`src/rtl/core/oaht_ram.sv`:
```
// ----------------------------------------------------------------------------
// Generic simple dual-port RAM
// One write port and one read port, read data registered.
// ----------------------------------------------------------------------------
`default_nettype none

module oaht_ram #(
   parameter int WIDTH     = 8,
   parameter int ADDR_BITS = 4
) (
   input  wire logic                 clock,
   input  wire logic                 wr_en,
   input  wire logic [ADDR_BITS-1:0] wr_addr,
   input  wire logic [WIDTH-1:0]     wr_data,
   input  wire logic [ADDR_BITS-1:0] rd_addr,
   output logic      [WIDTH-1:0]     rd_data
);

   logic [WIDTH-1:0] mem_ff [2**ADDR_BITS];
   logic [WIDTH-1:0] rd_data_ff;

   always_ff @(posedge clock) begin
      if (wr_en) begin
         mem_ff[wr_addr] <= wr_data;
      end
      rd_data_ff <= mem_ff[rd_addr];
   end

   assign rd_data = rd_data_ff;

endmodule

`default_nettype wire

```
`config.mk`:
```
export PLATFORM = sky130hd
export DESIGN_NAME = oaht_ram
export DESIGN_NICKNAME = d
export VERILOG_FILES = /design/src/rtl/core/oaht_ram.sv
export SDC_FILE = /design/constraint.sdc
export NUM_CORES = 1
export LEC_CHECK = 0
export ABC_CLOCK_PERIOD_IN_PS = 2700
export BUFFER_PORTS_ARGS = -buffer_cell sky130_fd_sc_hd__buf_2
export CAP_MARGIN = 20
export CORE_AREA = 2 2 120 87
export DETAILED_ROUTE_END_ITERATION = 10
export DIE_AREA = 0 0 122 89
export PLACE_DENSITY = 0.74
export SYNTH_ARGS = -nofsm -noshare
export SYNTH_HDL_FRONTEND = slang
export SYNTH_SLANG_ARGS = --single-unit
```
`constraint.sdc`:
```
create_clock -name clock -period 2.7 [get_ports clock]
set_input_delay 0.135 -clock clock [delete_from_list [all_inputs] [get_ports clock]]
set_output_delay 0.135 -clock clock [all_outputs]
set_load 0.05 [all_outputs]
```
==> results of run 1 <==
[cells by family after synthesis]
group | synth area share
multiplexers | 0.1502
AND/OR/NAND/NOR | 0.03184
AO/OA/AOI/OAI | 0.02334
buffers and inverters | 0.01677
flip-flops | 0.7778
[area by class of cell]
type                            count  area (sq um)
Fill cell                         668          3568
Multi-Input combinational cell     83          1057
Sequential cell                   136          4004
Clock inverter                     10         130.1
Tap cell                          128         160.2
Clock buffer                       20         436.7
Timing Repair Buffer               37         215.2
[registers in the layout, indices dropped and copies added, names as in the netlist]
register,cells
rd_data,8
mem_ff,128
[report_power, final]
part / total, mW / switching, mW / internal [mW]
Combinational: 0.260 / 0.171 / 0.0897
Sequential: 2.37 / 0.0127 / 2.36
Clock: 2.21 / 0.782 / 1.43
Total: 4.85 / 0.965 / 3.88
[metrics by stage]
stage / hold WS [ns] / utilization / power, mW / std cells / area (sq um)
floorplan: 0.2339 / - / 2.584 / 229 / 5147
global route: 0.1114 / 0.6272 / 4.995 / 414 / 6003
finish: 0.1084 / 0.6272 / 4.845 / 414 / 6003
global placement: 0.5244 / 0.5680 / 2.669 / 384 / 5436
CTS: 0.09983 / 0.6272 / 4.884 / 414 / 6003
detailed placement: 0.5362 / 0.5680 / 2.678 / 384 / 5436
[worst paths after layout]
check | start | end | slack (ns) | cells past startpoint
worst max register to register | mem_ff[2][4] | rd_data[4] | 1.31 | 3
worst min register to register | mem_ff[15][1] | rd_data[1] | 0.66 | 3
worst max-delay path | rd_addr[0] | rd_data[3] | 1.27 | 6
worst min-delay path | wr_data[0] | mem_ff[10][0] | 0.11 | 1
[worst register-to-register path, cell delays in order (launching register included)]
cell      delay (ns)
edfxtp_1        0.40
mux4_2          0.48
a22oi_1         0.29
nand2_1         0.10
[per-layer routing]
| layer | up-vias | global-route usage | wire (microns) |
|---|---|---|---|
| met3 | 9 | 0.07398 | 799 |
| met4 | 0 | 0.07315 | 90 |
| met5 | - | 0 | 0 |
| li1 | 1066 | - | - |
| met1 | 1285 | 0.2842 | 4239 |
| met2 | 104 | 0.3113 | 4711 |
[synth_stat cells, drive strengths merged]
master | n | area [sq um]
clkdlybuf4s25 | 3 | 30.03
nor2 | 13 | 48.80
and2b | 1 | 7.510
a22oi | 16 | 120.1
nor2b | 1 | 6.260
nor3 | 4 | 20.02
dfxtp | 8 | 160.2
mux4 | 32 | 773.2
nand2 | 9 | 33.78
buf | 7 | 56.30
nand2b | 2 | 12.51
nand3 | 1 | 5.000
or3b | 1 | 8.760
nand3b | 2 | 15.01
and2 | 1 | 6.260
edfxtp | 128 | 3844
==> impl_metrics.ini, run 1 <==
[route]
ant_nets = 0
drc = 0
dr.pass1.iters = 5
routedWlPerCell_microns = 23.77
viasPerCell = 5.952
vias = 2464
drt_first_iter_violations = 274
routed_wl_microns = 9839

[grt]
grt_pass1_vias = 2560
grt_max_degree = 33
grt_pass1_wl_microns = 15120
grt_antenna_before_repair = 0
grt_overflow = 0
gr-usage-all-layers = 0.2061

[hold_path]
hold_path_class = in2reg

[timing]
clock.fmax_mhz = 699.2
period_share = 0.5297
fin_ws_ns = 1.270
tightestPinTransition_ns = 0.9321
drv_slew = 0
fin_skew_ns = 0.01031
fin_setup_tns_ns = 0
slew_headroom = 0.3763
period_minus_slack_ns = 1.430
rsz0062_at_grt = false
hold_viol = 0
setup_viol = 0

[clocking]
h-tree-depth = 4
clkTransAtPathRegs_ns = 0.05
clock_sinks = 136
clk_latency_ns = 0.41
cts_made_buffers = 17
cts_hold_buf = 0
cts_tree = done
clockBufferDepth = 2
post_cts_buffers = 0
ctsResizeCount = 0
cts-root-buf = clkbuf_16

[placement]
finalWeightedCongestion = 0.7213
place_ws_ns = 0.8374
hpwlAfterDp_microns = 6112
numPortBuffers = 25

[setup_path]
path_cells = buf_2 -> buf_4 -> buf_4 -> mux4_2 -> a22oi_1 -> nand2_1
cp_max_fo = 14
crit_path_end_kind = flop
worst_setup_path_start_kind = input pin
crit_buf_inv = 3
arrival_ns = 1.72
cp_slowest_cell = mux4_2
cpLargestDelayFamily = buffers and inverters
worstPathRequired_ns = 2.99
critPathKind = in2reg
slowest_delay_ns = 0.49
crit_path_frequent_cell = buf_4

[yosys]
ys_seq_area_frac = 0.7778
syn_nets = 247
syn_area_sq_um = 5147
postSynthAreaPerCell_sq_um = 22.48
syn_inst = 229
ys_types = 19
ys_ff_latch = 136
ys.warnings.count = 0

[floorplanning]
std_cell_rows = 30
coreArea_sq_um = 9572
die_area_sq_um = 10860
start_util = 0.5378
dieWidth_microns = 122
io-pin-count = 26
die_y_microns = 89

[pwr]
power.density_nw_per_um2 = 807.1
p_leak_nw = 2.024
max-vdd-ir-drop_mv = 0.5574

[finish]
drive_above_1_share = 0.2832
final_cell_mix = edfxtp_1 (128), buf_2 (25), mux4_2 (18), clkbuf_16 (17), a22oi_1 (16)
num-nets-final = 293
num_antenna_cells = 0
area_growth_pct = 16.63
layout_commonest_cell = edfxtp_1

[run_status]
outcome = completed

[flow_run]
cap_violations = 0
Note: power is estimated with default switching activity, not from simulation.
==> run 2: changes to the inputs <==
- ABC_CLOCK_PERIOD_IN_PS: 2700 -> 1340
- clock period: 2.7 -> 1.34 ns (I/O delays scaled with it)
==> impl_metrics.ini, run 2 (synthesized netlist as in run 1, its figures left out) <==
[finish]
largest-register = mem_ff
layout_commonest_cell = edfxtp_1
final_core_util = 0.6460
num-nets-final = 309
ff_latch_area_sq_um = 4004
drive_above_1_share = 0.3663
area_growth_pct = 20.13
final_cell_mix = edfxtp_1 (128), buf_2 (25), buf_4 (25), mux4_2 (20), clkbuf_16 (17)
largest_reg_flops = 128
multi_input_area_sq_um = 1085
nFillCells = 636

[setup_path]
worstPathRequired_ns = 1.63
crit_path_end_kind = flop
worst_setup_path_start_kind = flop
cp_max_fo = 1
critPathKind = reg2reg
arrival_ns = 1.58

[pwr]
pwr-share-comb = 0.058
max-vdd-ir-drop_mv = 0.9758
seqPwrFrac = 0.493
clockPowerShare = 0.449
p_leak_nw = 2.121
switchingPower_mw = 2.038
p_int_mw = 7.673
power.density_nw_per_um2 = 1570
p_sw_frac = 0.2098

[clocking]
cts_made_buffers = 17
clk_latency_ns = 0.41
clockBufferDepth = 2
cts_tree = done
h-tree-depth = 4
cts-root-buf = clkbuf_16
clkTransAtPathRegs_ns = 0.06
clock_sinks = 136

[route]
dr.pass1.iters = 4
vias = 2476
drt_first_iter_violations = 308
drc = 0
routed_wl_microns = 9786
ant_nets = 0
routedWlPerCell_microns = 22.65
viasPerCell = 5.731

[grt]
grt_antenna_before_repair = 1
use_met2 = 0.3062
grt_pass1_vias = 2530
grt_pass1_wl_microns = 14810
grt_use_met3 = 0.07653
grt_max_degree = 23
grt_use_met1 = 0.2825
grt_overflow = 0
gr-usage-all-layers = 0.2018
grt_busiest_layer = met2

[placement]
numPortBuffers = 25
hpwlAfterDp_microns = 6300
finalWeightedCongestion = 0.7487

[run_status]
outcome = completed

[timing]
setup_viol = 0
drv_slew = 0
period_share = 0.9692
hold_viol = 0
fin_skew_ns = 0.006586
period_minus_slack_ns = 1.299
fin_setup_tns_ns = 0
clock.fmax_mhz = 770.0
tightestPinTransition_ns = 0.8789
slew_headroom = 0.4129

[flow_run]
cap_violations = 0

[floorplanning]
start_util = 0.5378
std_cell_rows = 30
io-pin-count = 26
die_y_microns = 89
die_area_sq_um = 10860
dieWidth_microns = 122
coreArea_sq_um = 9572

[hold_path]
hold_path_class = in2reg
[run 2: area by class of cell]
type / count / area share
diodes: 1 / 0.0004047
repair buffers: 53 / 0.06030
well taps: 128 / 0.02590
clock inverters: 14 / 0.02165
flip-flops and latches: 136 / 0.6475
clock buffers: 17 / 0.06880
multi-input cells: 83 / 0.1754
[run 2: worst paths after layout]
path | start | endpoint | slack [ns] | depth (start not counted)
worst min-delay path | wr_data[5] | mem_ff[3][5] | 0.03 | 1
worst max register to register | mem_ff[9][4] | rd_data[4] | 0.04 | 3
worst min register to register | mem_ff[11][1] | rd_data[1] | 0.69 | 3
worst max-delay path | mem_ff[9][4] | rd_data[4] | 0.04 | 3
[run 2: power by group through the flow]
stage | Clock, mW | Sequential (mW) | Combinational [mW]
2_1_floorplan | 0 | 4.96 | 0.242
3_3_place_gp | 0 | 4.87 | 0.543
3_5_place_dp | 0 | 4.88 | 0.554
4_1_cts | 4.44 | 4.79 | 0.562
5_1_grt | 4.61 | 4.79 | 0.605
6_report | 4.36 | 4.79 | 0.564
[run 2: worst max-delay path, cell delays in order, from the launching register on]
cell and delay (ns):
edfxtp_1 0.35, mux4_1 0.52, a22oi_2 0.22, nand2_1 0.09
[run 2: through the flow]
| stage | total power [mW] | instances | worst slack [ns] | area, sq um | hold WS, ns |
|---|---|---|---|---|---|
| floorplan | 5.206 | 229 | 0.006854 | 5152 | 0.1659 |
| global placement | 5.414 | 400 | -0.1402 | 5599 | 0.4464 |
| detailed placement | 5.431 | 400 | -0.1672 | 5599 | 0.4459 |
| CTS | 9.789 | 431 | 0.003399 | 6173 | 0.009408 |
| global route | 10.01 | 431 | -0.01356 | 6181 | 0.02864 |
| finish | 9.711 | 432 | 0.04131 | 6183 | 0.03466 |
[run 2: what timing repair did]
item / CTS / global route
setup buffers: 0 / 0
pin swaps: 0 / 2
endpoints found under the setup margin: 3 / 4
endpoints found under the hold margin: 0 / 0
hold buffers: 0 / 0
gates resized for setup: 3 / 5
[run 2: layer usage]
metal  vias up  part of all wire
met4         0            0.0064
met2        82              0.47
li1       1097                 -
met3         7             0.069
met5         -                 0
met1      1290              0.46
